File: src/hw/rtl/afpd_pkg.sv
// Package for the AM/FM/PM demodulator: shared constants, sequencer state type
// and the CORDIC arctangent table. No dependencies.
package afpd_pkg;

    localparam int SAMPLE_BITS_DEF   = 16;
    localparam int CORDIC_STAGES_DEF = 16;
    localparam int ANGLE_LEN         = 24;
    localparam int CNT_W             = 5;
    localparam int ACC_W             = 48;
    localparam int CORDIC_W          = 50;
    localparam int PHASE_W           = 16;
    localparam int GAIN_W            = 32;
    localparam int MAG_W             = 16;
    localparam int CFG_IDX_W         = 2;

    localparam logic [CFG_IDX_W-1:0] CFG_FREQ_GAIN     = 2'd0;
    localparam logic [CFG_IDX_W-1:0] CFG_PHASE_GAIN    = 2'd1;
    localparam logic [CFG_IDX_W-1:0] CFG_INITIAL_PHASE = 2'd2;

    localparam logic [GAIN_W-1:0] GAIN_RESET = 32'h0001_0000;

    typedef enum logic [1:0] {
        ST_IDLE,
        ST_CALC,
        ST_MUL,
        ST_LOAD
    } t_state;

    // atan(2^-k) in units of 2^-32 of a full turn
    function automatic logic [31:0] atan_cycles(input logic [CNT_W-1:0] k);
        logic [31:0] v;
        case (k)
            5'd0:    v = 32'h20000000;
            5'd1:    v = 32'h12E4051E;
            5'd2:    v = 32'h09FB385B;
            5'd3:    v = 32'h051111D4;
            5'd4:    v = 32'h028B0D43;
            5'd5:    v = 32'h0145D7E1;
            5'd6:    v = 32'h00A2F61E;
            5'd7:    v = 32'h00517C55;
            5'd8:    v = 32'h0028BE53;
            5'd9:    v = 32'h00145F2F;
            5'd10:   v = 32'h000A2F98;
            5'd11:   v = 32'h000517CC;
            5'd12:   v = 32'h00028BE6;
            5'd13:   v = 32'h000145F3;
            5'd14:   v = 32'h0000A2FA;
            5'd15:   v = 32'h0000517D;
            5'd16:   v = 32'h000028BE;
            5'd17:   v = 32'h0000145F;
            5'd18:   v = 32'h00000A30;
            5'd19:   v = 32'h00000518;
            5'd20:   v = 32'h0000028C;
            5'd21:   v = 32'h00000146;
            5'd22:   v = 32'h000000A3;
            5'd23:   v = 32'h00000051;
            default: v = 32'h00000000;
        endcase
        return v;
    endfunction

endpackage

File: src/hw/rtl/afpd_cordic.sv
// Iterative vectoring CORDIC, one micro-rotation per cycle; gives the phase
// of (I, Q) in signed Q0.16 cycles. Depends on afpd_pkg.
module afpd_cordic #(
    parameter int SAMPLE_BITS   = afpd_pkg::SAMPLE_BITS_DEF,
    parameter int CORDIC_STAGES = afpd_pkg::CORDIC_STAGES_DEF
) (
    input  logic                         i_clk,
    input  logic                         i_rst_n,
    input  logic                         i_start,
    input  logic [SAMPLE_BITS-1:0]       i_i,
    input  logic [SAMPLE_BITS-1:0]       i_q,
    output logic                         o_done,
    output logic [afpd_pkg::PHASE_W-1:0] o_phase
);
    localparam int CW    = afpd_pkg::CORDIC_W;
    localparam int SHIFT = afpd_pkg::ACC_W - SAMPLE_BITS;
    localparam int NIT   = (CORDIC_STAGES < afpd_pkg::ANGLE_LEN) ?
                           CORDIC_STAGES : afpd_pkg::ANGLE_LEN;

    logic signed [CW-1:0]             r_x, r_y, n_x, n_y, xs, ys;
    logic [31:0]                      r_acc, n_acc, rnd;
    logic [afpd_pkg::CNT_W-1:0]       r_k;
    logic                             r_busy, r_done, r_zero;

    assign xs = CW'($signed(i_i)) <<< SHIFT;
    assign ys = CW'($signed(i_q)) <<< SHIFT;

    always_comb begin
        if (!r_y[CW-1] && (r_y != '0)) begin
            n_x   = r_x + (r_y >>> r_k);
            n_y   = r_y - (r_x >>> r_k);
            n_acc = r_acc + afpd_pkg::atan_cycles(r_k);
        end else begin
            n_x   = r_x - (r_y >>> r_k);
            n_y   = r_y + (r_x >>> r_k);
            n_acc = r_acc - afpd_pkg::atan_cycles(r_k);
        end
    end

    always_ff @(posedge i_clk) begin
        if (!i_rst_n) begin
            r_busy <= 1'b0;
            r_done <= 1'b0;
        end else begin
            r_done <= 1'b0;
            if (i_start) begin
                r_busy <= 1'b1;
            end else if (r_busy && (r_k == afpd_pkg::CNT_W'(NIT))) begin
                r_busy <= 1'b0;
                r_done <= 1'b1;
            end
        end
    end

    always_ff @(posedge i_clk) begin
        if (i_start) begin
            r_zero <= (i_i == '0) && (i_q == '0);
            r_k    <= '0;
            if (xs[CW-1]) begin
                r_x   <= -xs;
                r_y   <= -ys;
                r_acc <= 32'h8000_0000;
            end else begin
                r_x   <= xs;
                r_y   <= ys;
                r_acc <= '0;
            end
        end else if (r_busy && (r_k != afpd_pkg::CNT_W'(NIT))) begin
            r_x   <= n_x;
            r_y   <= n_y;
            r_acc <= n_acc;
            r_k   <= r_k + 1'b1;
        end
    end

    assign rnd     = r_acc + 32'h0000_8000;
    assign o_phase = r_zero ? '0 : rnd[31:16];
    assign o_done  = r_done;

endmodule

File: src/hw/rtl/afpd_sqrt.sv
// Magnitude unit: squares, then a restoring square root taking two radicand
// bits per cycle from a shift register, rounded and saturated. Uses afpd_pkg.
module afpd_sqrt #(
    parameter int SAMPLE_BITS = afpd_pkg::SAMPLE_BITS_DEF
) (
    input  logic                       i_clk,
    input  logic                       i_rst_n,
    input  logic                       i_start,
    input  logic [SAMPLE_BITS-1:0]     i_i,
    input  logic [SAMPLE_BITS-1:0]     i_q,
    output logic                       o_done,
    output logic [afpd_pkg::MAG_W-1:0] o_mag
);
    localparam int SB  = SAMPLE_BITS;
    localparam int RW  = 2 * SB;
    localparam int RMW = SB + 3;
    localparam int WW  = SB + 17;

    logic signed [SB-1:0]       r_si, r_sq;
    logic signed [RW-1:0]       r_pi, r_pq;
    logic [RW-1:0]              r_rad;
    logic [RMW-1:0]             r_rem, rem_sh, trial;
    logic [SB:0]                r_root;
    logic [afpd_pkg::CNT_W-1:0] r_cnt;
    logic                       r_sqr, r_add, r_run, r_fin, r_done;
    logic [WW-1:0]              root_w;

    assign rem_sh = {r_rem[RMW-3:0], r_rad[RW-1 -: 2]};
    assign trial  = {r_root[RMW-3:0], 2'b01};

    always_ff @(posedge i_clk) begin
        if (!i_rst_n) begin
            r_sqr  <= 1'b0;
            r_add  <= 1'b0;
            r_run  <= 1'b0;
            r_fin  <= 1'b0;
            r_done <= 1'b0;
        end else begin
            r_sqr  <= i_start;
            r_add  <= r_sqr;
            r_fin  <= r_run && (r_cnt == afpd_pkg::CNT_W'(SB - 1));
            r_done <= r_fin;
            if (r_add) begin
                r_run <= 1'b1;
            end else if (r_run && (r_cnt == afpd_pkg::CNT_W'(SB - 1))) begin
                r_run <= 1'b0;
            end
        end
    end

    always_ff @(posedge i_clk) begin
        if (i_start) begin
            r_si <= $signed(i_i);
            r_sq <= $signed(i_q);
        end
        if (r_sqr) begin
            r_pi <= RW'(r_si) * RW'(r_si);
            r_pq <= RW'(r_sq) * RW'(r_sq);
        end
        if (r_add) begin
            r_rad  <= r_pi + r_pq;
            r_rem  <= '0;
            r_root <= '0;
            r_cnt  <= '0;
        end else if (r_run) begin
            r_rad <= {r_rad[RW-3:0], 2'b00};
            r_cnt <= r_cnt + 1'b1;
            if (rem_sh >= trial) begin
                r_rem  <= rem_sh - trial;
                r_root <= {r_root[SB-1:0], 1'b1};
            end else begin
                r_rem  <= rem_sh;
                r_root <= {r_root[SB-1:0], 1'b0};
            end
        end else if (r_fin) begin
            if (r_rem > RMW'(r_root)) begin
                r_root <= r_root + 1'b1;
            end
        end
    end

    assign root_w = WW'(r_root);
    assign o_mag  = (root_w > WW'(17'h0FFFF)) ? 16'hFFFF : root_w[15:0];
    assign o_done = r_done;

endmodule

File: src/hw/rtl/afpd_smul.sv
// Bit-serial signed gain multiplier: Q0.16 phase times Q16.16 gain, one
// multiplier bit per cycle, floored to Q16.16. Uses afpd_pkg.
module afpd_smul (
    input  logic                          i_clk,
    input  logic                          i_rst_n,
    input  logic                          i_start,
    input  logic [afpd_pkg::PHASE_W-1:0]  i_mplr,
    input  logic [afpd_pkg::GAIN_W-1:0]   i_mcand,
    output logic                          o_done,
    output logic [afpd_pkg::GAIN_W-1:0]   o_prod
);
    localparam int PW = afpd_pkg::PHASE_W;
    localparam int AW = afpd_pkg::ACC_W;

    logic [PW-1:0]              r_mp;
    logic [AW-1:0]              r_mc, r_acc;
    logic [afpd_pkg::CNT_W-1:0] r_cnt;
    logic                       r_busy, r_done;

    always_ff @(posedge i_clk) begin
        if (!i_rst_n) begin
            r_busy <= 1'b0;
            r_done <= 1'b0;
        end else begin
            r_done <= 1'b0;
            if (i_start) begin
                r_busy <= 1'b1;
            end else if (r_busy && (r_cnt == afpd_pkg::CNT_W'(PW - 1))) begin
                r_busy <= 1'b0;
                r_done <= 1'b1;
            end
        end
    end

    // sign bit of the multiplier carries negative weight
    always_ff @(posedge i_clk) begin
        if (i_start) begin
            r_mp  <= i_mplr;
            r_mc  <= AW'($signed(i_mcand));
            r_acc <= '0;
            r_cnt <= '0;
        end else if (r_busy) begin
            r_mp  <= {1'b0, r_mp[PW-1:1]};
            r_mc  <= {r_mc[AW-2:0], 1'b0};
            r_cnt <= r_cnt + 1'b1;
            if (r_mp[0]) begin
                r_acc <= (r_cnt == afpd_pkg::CNT_W'(PW - 1)) ? r_acc - r_mc : r_acc + r_mc;
            end
        end
    end

    // 16x32 product shifted by 16 always fits 32 bits; truncation is floor
    assign o_prod = r_acc[AW-1:16];
    assign o_done = r_done;

endmodule

File: src/hw/rtl/am_fm_pm_demodulator.sv
// An accepted item passes the CORDIC, which rotates once per cycle, alongside
// the square root, which retires one result bit per cycle; then both gain
// products run bit-serially over the 16 phase bits, and the result is
// registered once the output register is free. The next item is taken only
// after that. One item is in work at a time; a finished result waits in the
// output register while the next item is taken. Writing initial_phase also
// loads the stored previous phase.
// Depends on afpd_pkg, afpd_cordic, afpd_sqrt and afpd_smul.
module am_fm_pm_demodulator #(
    parameter int SAMPLE_BITS   = afpd_pkg::SAMPLE_BITS_DEF,
    parameter int CORDIC_STAGES = afpd_pkg::CORDIC_STAGES_DEF
) (
    input  logic                           i_clk,
    input  logic                           i_rst_n,
    input  logic                           i_in_valid,
    output logic                           o_in_stall,
    input  logic [SAMPLE_BITS-1:0]         i_sample_i,
    input  logic [SAMPLE_BITS-1:0]         i_sample_q,
    output logic                           o_out_valid,
    input  logic                           i_out_stall,
    output logic [afpd_pkg::MAG_W-1:0]     o_am_mag,
    output logic [afpd_pkg::GAIN_W-1:0]    o_pm_phase,
    output logic [afpd_pkg::GAIN_W-1:0]    o_fm_freq,
    input  logic                           i_cfg_valid,
    output logic                           o_cfg_ready,
    input  logic [afpd_pkg::CFG_IDX_W-1:0] i_cfg_index,
    input  logic [afpd_pkg::GAIN_W-1:0]    i_cfg_data
);
    afpd_pkg::t_state r_state, n_state;

    logic [afpd_pkg::GAIN_W-1:0]  r_freq_gain, r_phase_gain, prod_p, prod_f;
    logic [afpd_pkg::PHASE_W-1:0] r_prev, phase, diff;
    logic [afpd_pkg::MAG_W-1:0]   mag;
    logic                         r_cdone, r_sdone, r_ovalid;
    logic                         cdone, sdone, done_p, done_f;
    logic                         in_acc, calc_end, mul_start, load, cfg_wr;

    assign in_acc = i_in_valid && !o_in_stall;
    assign cfg_wr = i_cfg_valid && o_cfg_ready;
    assign diff   = phase - r_prev;

    afpd_cordic #(
        .SAMPLE_BITS  (SAMPLE_BITS),
        .CORDIC_STAGES(CORDIC_STAGES)
    ) u_cordic (
        .i_clk  (i_clk),
        .i_rst_n(i_rst_n),
        .i_start(in_acc),
        .i_i    (i_sample_i),
        .i_q    (i_sample_q),
        .o_done (cdone),
        .o_phase(phase)
    );

    afpd_sqrt #(
        .SAMPLE_BITS(SAMPLE_BITS)
    ) u_sqrt (
        .i_clk  (i_clk),
        .i_rst_n(i_rst_n),
        .i_start(in_acc),
        .i_i    (i_sample_i),
        .i_q    (i_sample_q),
        .o_done (sdone),
        .o_mag  (mag)
    );

    afpd_smul u_mul_pm (
        .i_clk  (i_clk),
        .i_rst_n(i_rst_n),
        .i_start(mul_start),
        .i_mplr (phase),
        .i_mcand(r_phase_gain),
        .o_done (done_p),
        .o_prod (prod_p)
    );

    afpd_smul u_mul_fm (
        .i_clk  (i_clk),
        .i_rst_n(i_rst_n),
        .i_start(mul_start),
        .i_mplr (diff),
        .i_mcand(r_freq_gain),
        .o_done (done_f),
        .o_prod (prod_f)
    );

    assign calc_end = (r_cdone || cdone) && (r_sdone || sdone);

    always_comb begin
        n_state = r_state;
        case (r_state)
            afpd_pkg::ST_IDLE: if (in_acc)   n_state = afpd_pkg::ST_CALC;
            afpd_pkg::ST_CALC: if (calc_end) n_state = afpd_pkg::ST_MUL;
            afpd_pkg::ST_MUL:  if (done_p)   n_state = afpd_pkg::ST_LOAD;
            afpd_pkg::ST_LOAD: if (load)     n_state = afpd_pkg::ST_IDLE;
            default:                         n_state = afpd_pkg::ST_IDLE;
        endcase
    end

    always_comb begin
        o_in_stall = 1'b1;
        mul_start  = 1'b0;
        load       = 1'b0;
        case (r_state)
            afpd_pkg::ST_IDLE: o_in_stall = 1'b0;
            afpd_pkg::ST_CALC: mul_start  = calc_end;
            afpd_pkg::ST_LOAD: load       = !r_ovalid || !i_out_stall;
            default: ;
        endcase
    end

    assign o_cfg_ready = 1'b1;
    assign o_out_valid = r_ovalid;

    always_ff @(posedge i_clk) begin
        if (!i_rst_n) begin
            r_state      <= afpd_pkg::ST_IDLE;
            r_cdone      <= 1'b0;
            r_sdone      <= 1'b0;
            r_ovalid     <= 1'b0;
            r_freq_gain  <= afpd_pkg::GAIN_RESET;
            r_phase_gain <= afpd_pkg::GAIN_RESET;
            r_prev       <= '0;
        end else begin
            r_state <= n_state;
            if (in_acc || mul_start) begin
                r_cdone <= 1'b0;
                r_sdone <= 1'b0;
            end else begin
                if (cdone) r_cdone <= 1'b1;
                if (sdone) r_sdone <= 1'b1;
            end
            if (load) begin
                r_ovalid <= 1'b1;
            end else if (!i_out_stall) begin
                r_ovalid <= 1'b0;
            end
            if (mul_start) begin
                r_prev <= phase;
            end
            if (cfg_wr) begin
                case (i_cfg_index)
                    afpd_pkg::CFG_FREQ_GAIN:     r_freq_gain  <= i_cfg_data;
                    afpd_pkg::CFG_PHASE_GAIN:    r_phase_gain <= i_cfg_data;
                    afpd_pkg::CFG_INITIAL_PHASE: r_prev <= i_cfg_data[afpd_pkg::PHASE_W-1:0];
                    default: ;
                endcase
            end
        end
    end

    always_ff @(posedge i_clk) begin
        if (load) begin
            o_am_mag   <= mag;
            o_pm_phase <= prod_p;
            o_fm_freq  <= prod_f;
        end
    end

    a_accept_starts_calc: assert property (@(posedge i_clk) disable iff (!i_rst_n)
        in_acc |=> r_state == afpd_pkg::ST_CALC)
        else $error("accepted item did not start calculation");

    a_mul_lockstep: assert property (@(posedge i_clk) disable iff (!i_rst_n)
        done_p == done_f)
        else $error("gain multipliers out of step");

    a_hold_result: assert property (@(posedge i_clk) disable iff (!i_rst_n)
        (r_state == afpd_pkg::ST_LOAD && r_ovalid && i_out_stall)
        |=> r_state == afpd_pkg::ST_LOAD && r_ovalid)
        else $error("result loaded over a stalled item");

    a_no_start_while_busy: assert property (@(posedge i_clk) disable iff (!i_rst_n)
        mul_start |-> r_state == afpd_pkg::ST_CALC && !in_acc)
        else $error("multiply started outside calculation");

endmodule
File: config.mk
export PLATFORM = sky130hd
export DESIGN_NAME = am_fm_pm_demodulator
export DESIGN_NICKNAME = d
export VERILOG_FILES = /design/src/hw/rtl/afpd_pkg.sv /design/src/hw/rtl/afpd_cordic.sv /design/src/hw/rtl/afpd_sqrt.sv /design/src/hw/rtl/afpd_smul.sv /design/src/hw/rtl/am_fm_pm_demodulator.sv
export SDC_FILE = /design/constraint.sdc
export NUM_CORES = 2
export LEC_CHECK = 0
export ABC_AREA = 1
export BUFFER_PORTS_ARGS = -buffer_cell sky130_fd_sc_hd__buf_2
export CAP_MARGIN = 20
export CORE_MARGIN = 3
export CORE_UTILIZATION = 59
export DETAILED_ROUTE_END_ITERATION = 10
export GPL_TIMING_DRIVEN = 0
export HOLD_SLACK_MARGIN = 0.08
export PLACE_DENSITY = 0.77
export SLEW_MARGIN = 15
export SYNTH_ARGS = -nofsm -noshare
export SYNTH_HDL_FRONTEND = slang
export SYNTH_HIERARCHICAL = 1
export SYNTH_SLANG_ARGS = --single-unit
File: constraint.sdc
create_clock -name i_clk -period 16.5 [get_ports i_clk]
set_clock_uncertainty 0.2 [all_clocks]
set_input_delay 0 -clock i_clk [delete_from_list [all_inputs] [get_ports i_clk]]
set_output_delay 0 -clock i_clk [all_outputs]
set_load 0.01 [all_outputs]
==> flow_metrics.py <==
metrics = {
    "worst_setup_path": {
        "path_max_fanout": 10,
        "endpoint_kind": "flip-flop",
        "worstPathRequired_ns": 16.74,
        "path_common_cell": "nand2_1",
        "critPathMaxStageDelay_ns": 0.85,
        "cp_slowest_cell": "clkbuf_1",
        "cp-start-kind": "flip-flop",
        "crit_arrival_ns": 8.27,
        "crit_type": "reg2reg",
    },
    "floorplanning": {
        "core_region_area_sq_mm": 0.134,
        "row_count": 134,
        "start_util_pct": 59.7,
        "die_y_microns": 374,
        "ioPinCount": 154,
        "die_w_microns": 374,
        "dieArea_sq_mm": 0.140,
    },
    "logic_synthesis": {
        "syn_nets": 12600,
        "netlist_instances": 11500,
        "synth_warnings": 6,
        "netlist_area_sq_mm": 0.0801,
        "syn-mean-instance-area_sq_um": 6.95,
    },
    "clock_tree": {
        "cts_resized": 0,
        "cts_tree": "done",
        "clock_path_buffers": 3,
        "clock_sinks": 744,
        "clock_latency_ns": 0.73,
        "htreeDepth": 3,
        "path_clk_slew_ns": 0.06,
        "numCtsBuffers": 86,
        "clockRootBuffer": "clkbuf_16",
    },
    "flow_run": {
        "cap_violations": 0,
    },
    "cells_and_area": {
        "multi_input_area_sq_mm": 0.0509,
        "final_layout_size_suffix_gt1_share_pct": 6.30,
        "area_growth_pct": 9.59,
        "final_nets": 13000,
        "fillers": 11900,
        "regArea_sq_mm": 0.0196,
        "mostFrequentLayoutCells": "nand2_1, inv_1, nor2_1",
        "layout_commonest_cell": "nand2_1",
    },
    "drt": {
        "wire_per_inst_microns": 21.4,
        "post_drt_via_cell_ratio": 5.94,
        "via_count": 81900,
        "dr.pass1.iters": 9,
        "totalWireLength_microns": 296000,
        "first_iter_violations": 9998,
        "final_antenna_net_count": 0,
        "drc": 0,
    },
    "timing": {
        "max-slew-margin-rel_pct": 18.7,
        "max_freq_ghz": 0.125,
        "setup_viol": 0,
        "rsz0062_at_grt": "false",
        "period_share_pct": 48.7,
        "report.final.slew_viol_count": 0,
        "period_needed_ns": 8.03,
        "hold_violations": 0,
        "tightest_slew_ns": 1.22,
        "tns_ns": 0,
    },
    "placed_design": {
        "port_buffers": 152,
        "dp_hpwl_microns": 236000,
        "gp_congestion": 1.06,
    },
    "grt": {
        "grt.overflow.total": 0,
        "track_usage_pct": 41.0,
        "grt_max_degree": 66,
        "grt_pass1_wl_microns": 447000,
        "grt_pass1_vias": 78500,
        "antenna_found_initial": 12,
    },
    "hold_path": {
        "hold_class": "in2reg",
    },
    "status": {
        "status": "completed",
    },
}
final timing paths:
path | slack (ns) | endpoint | cells after the start | start
hold reg to reg | 0.26 | u_sqrt/r_rem[18]$_SDFFE_PP0P_ | 2 | u_sqrt/r_rem[18]$_SDFFE_PP0P_
hold / removal | 0.12 | u_cordic/r_zero$_DFFE_PP_ | 3 | i_sample_i[12]
setup / recovery | 8.47 | u_cordic/r_y[40]$_DFFE_PP_ | 27 | u_cordic/r_y[21]$_SDFFCE_PP0P_
setup reg to reg | 8.47 | u_cordic/r_y[40]$_DFFE_PP_ | 27 | u_cordic/r_y[21]$_SDFFCE_PP0P_
per-layer routing:
metal  up-vias  track usage [%]  part of all wire (%)
met5         -                0                0.0044
met4         2             23.1                   6.6
met3      1040             8.43                    11
met2      4903             64.2                    44
met1     38300             53.0                    39
li1      37700                -                     -
state kept, by name, summed over array words and instances (netlist names), 32 cells and up, named ones only:
name / flops
u_cordic/r_x: 50
u_cordic/r_y: 50
u_mul_fm/r_acc: 48
u_mul_fm/r_mc: 48
u_mul_pm/r_acc: 48
u_mul_pm/r_mc: 48
o_fm_freq: 32
o_pm_phase: 32
r_freq_gain: 32
r_phase_gain: 32
u_cordic/r_acc: 32
u_sqrt/r_rad: 32
stage by stage:
step	utilization (%)	std cells	hold slack [ns]	cell area, sq um	setup slack, ns
global placement	61.9	13400	0.0207	83100	6.60
CTS	65.4	13800	0.0803	87700	8.89
detailed placement	62.1	13500	0.0249	83300	8.98
global route	65.4	13800	0.112	87800	8.42
floorplan	-	11500	-0.107	80100	10.52
finish	65.5	13800	0.121	87800	8.47
worst max-delay path: cells and delay by family (launching register included):
family,cells,cell delay [ns]
simple gates,13,2.49
buf+inv,5,2.06
compound gates,7,1.84
flops,1,0.53
fa+ha+maj,1,0.39
xor+xnor,1,0.20
timing repair:
action | 4_1_cts | 5_1_grt
hold endpoints to repair | 247 | 0
setup buffers | 0 | 0
endpoints found under the setup margin | 0 | 0
hold buffers | 149 | 0
cell type report:
type | instances | area share, %
diodes | 15 | 0.0428
multi-input cells | 8358 | 58.0
repair buffers | 312 | 2.77
plain buffers | 406 | 2.39
inverters | 2020 | 8.65
clock inverters | 51 | 0.705
well taps | 1768 | 2.52
clock buffers | 111 | 2.68
flip-flops and latches | 744 | 22.3
Power is left out: the tool's default activity adds up to more than one toggle a clock period on the data nets, which glitch-free logic cannot reach.
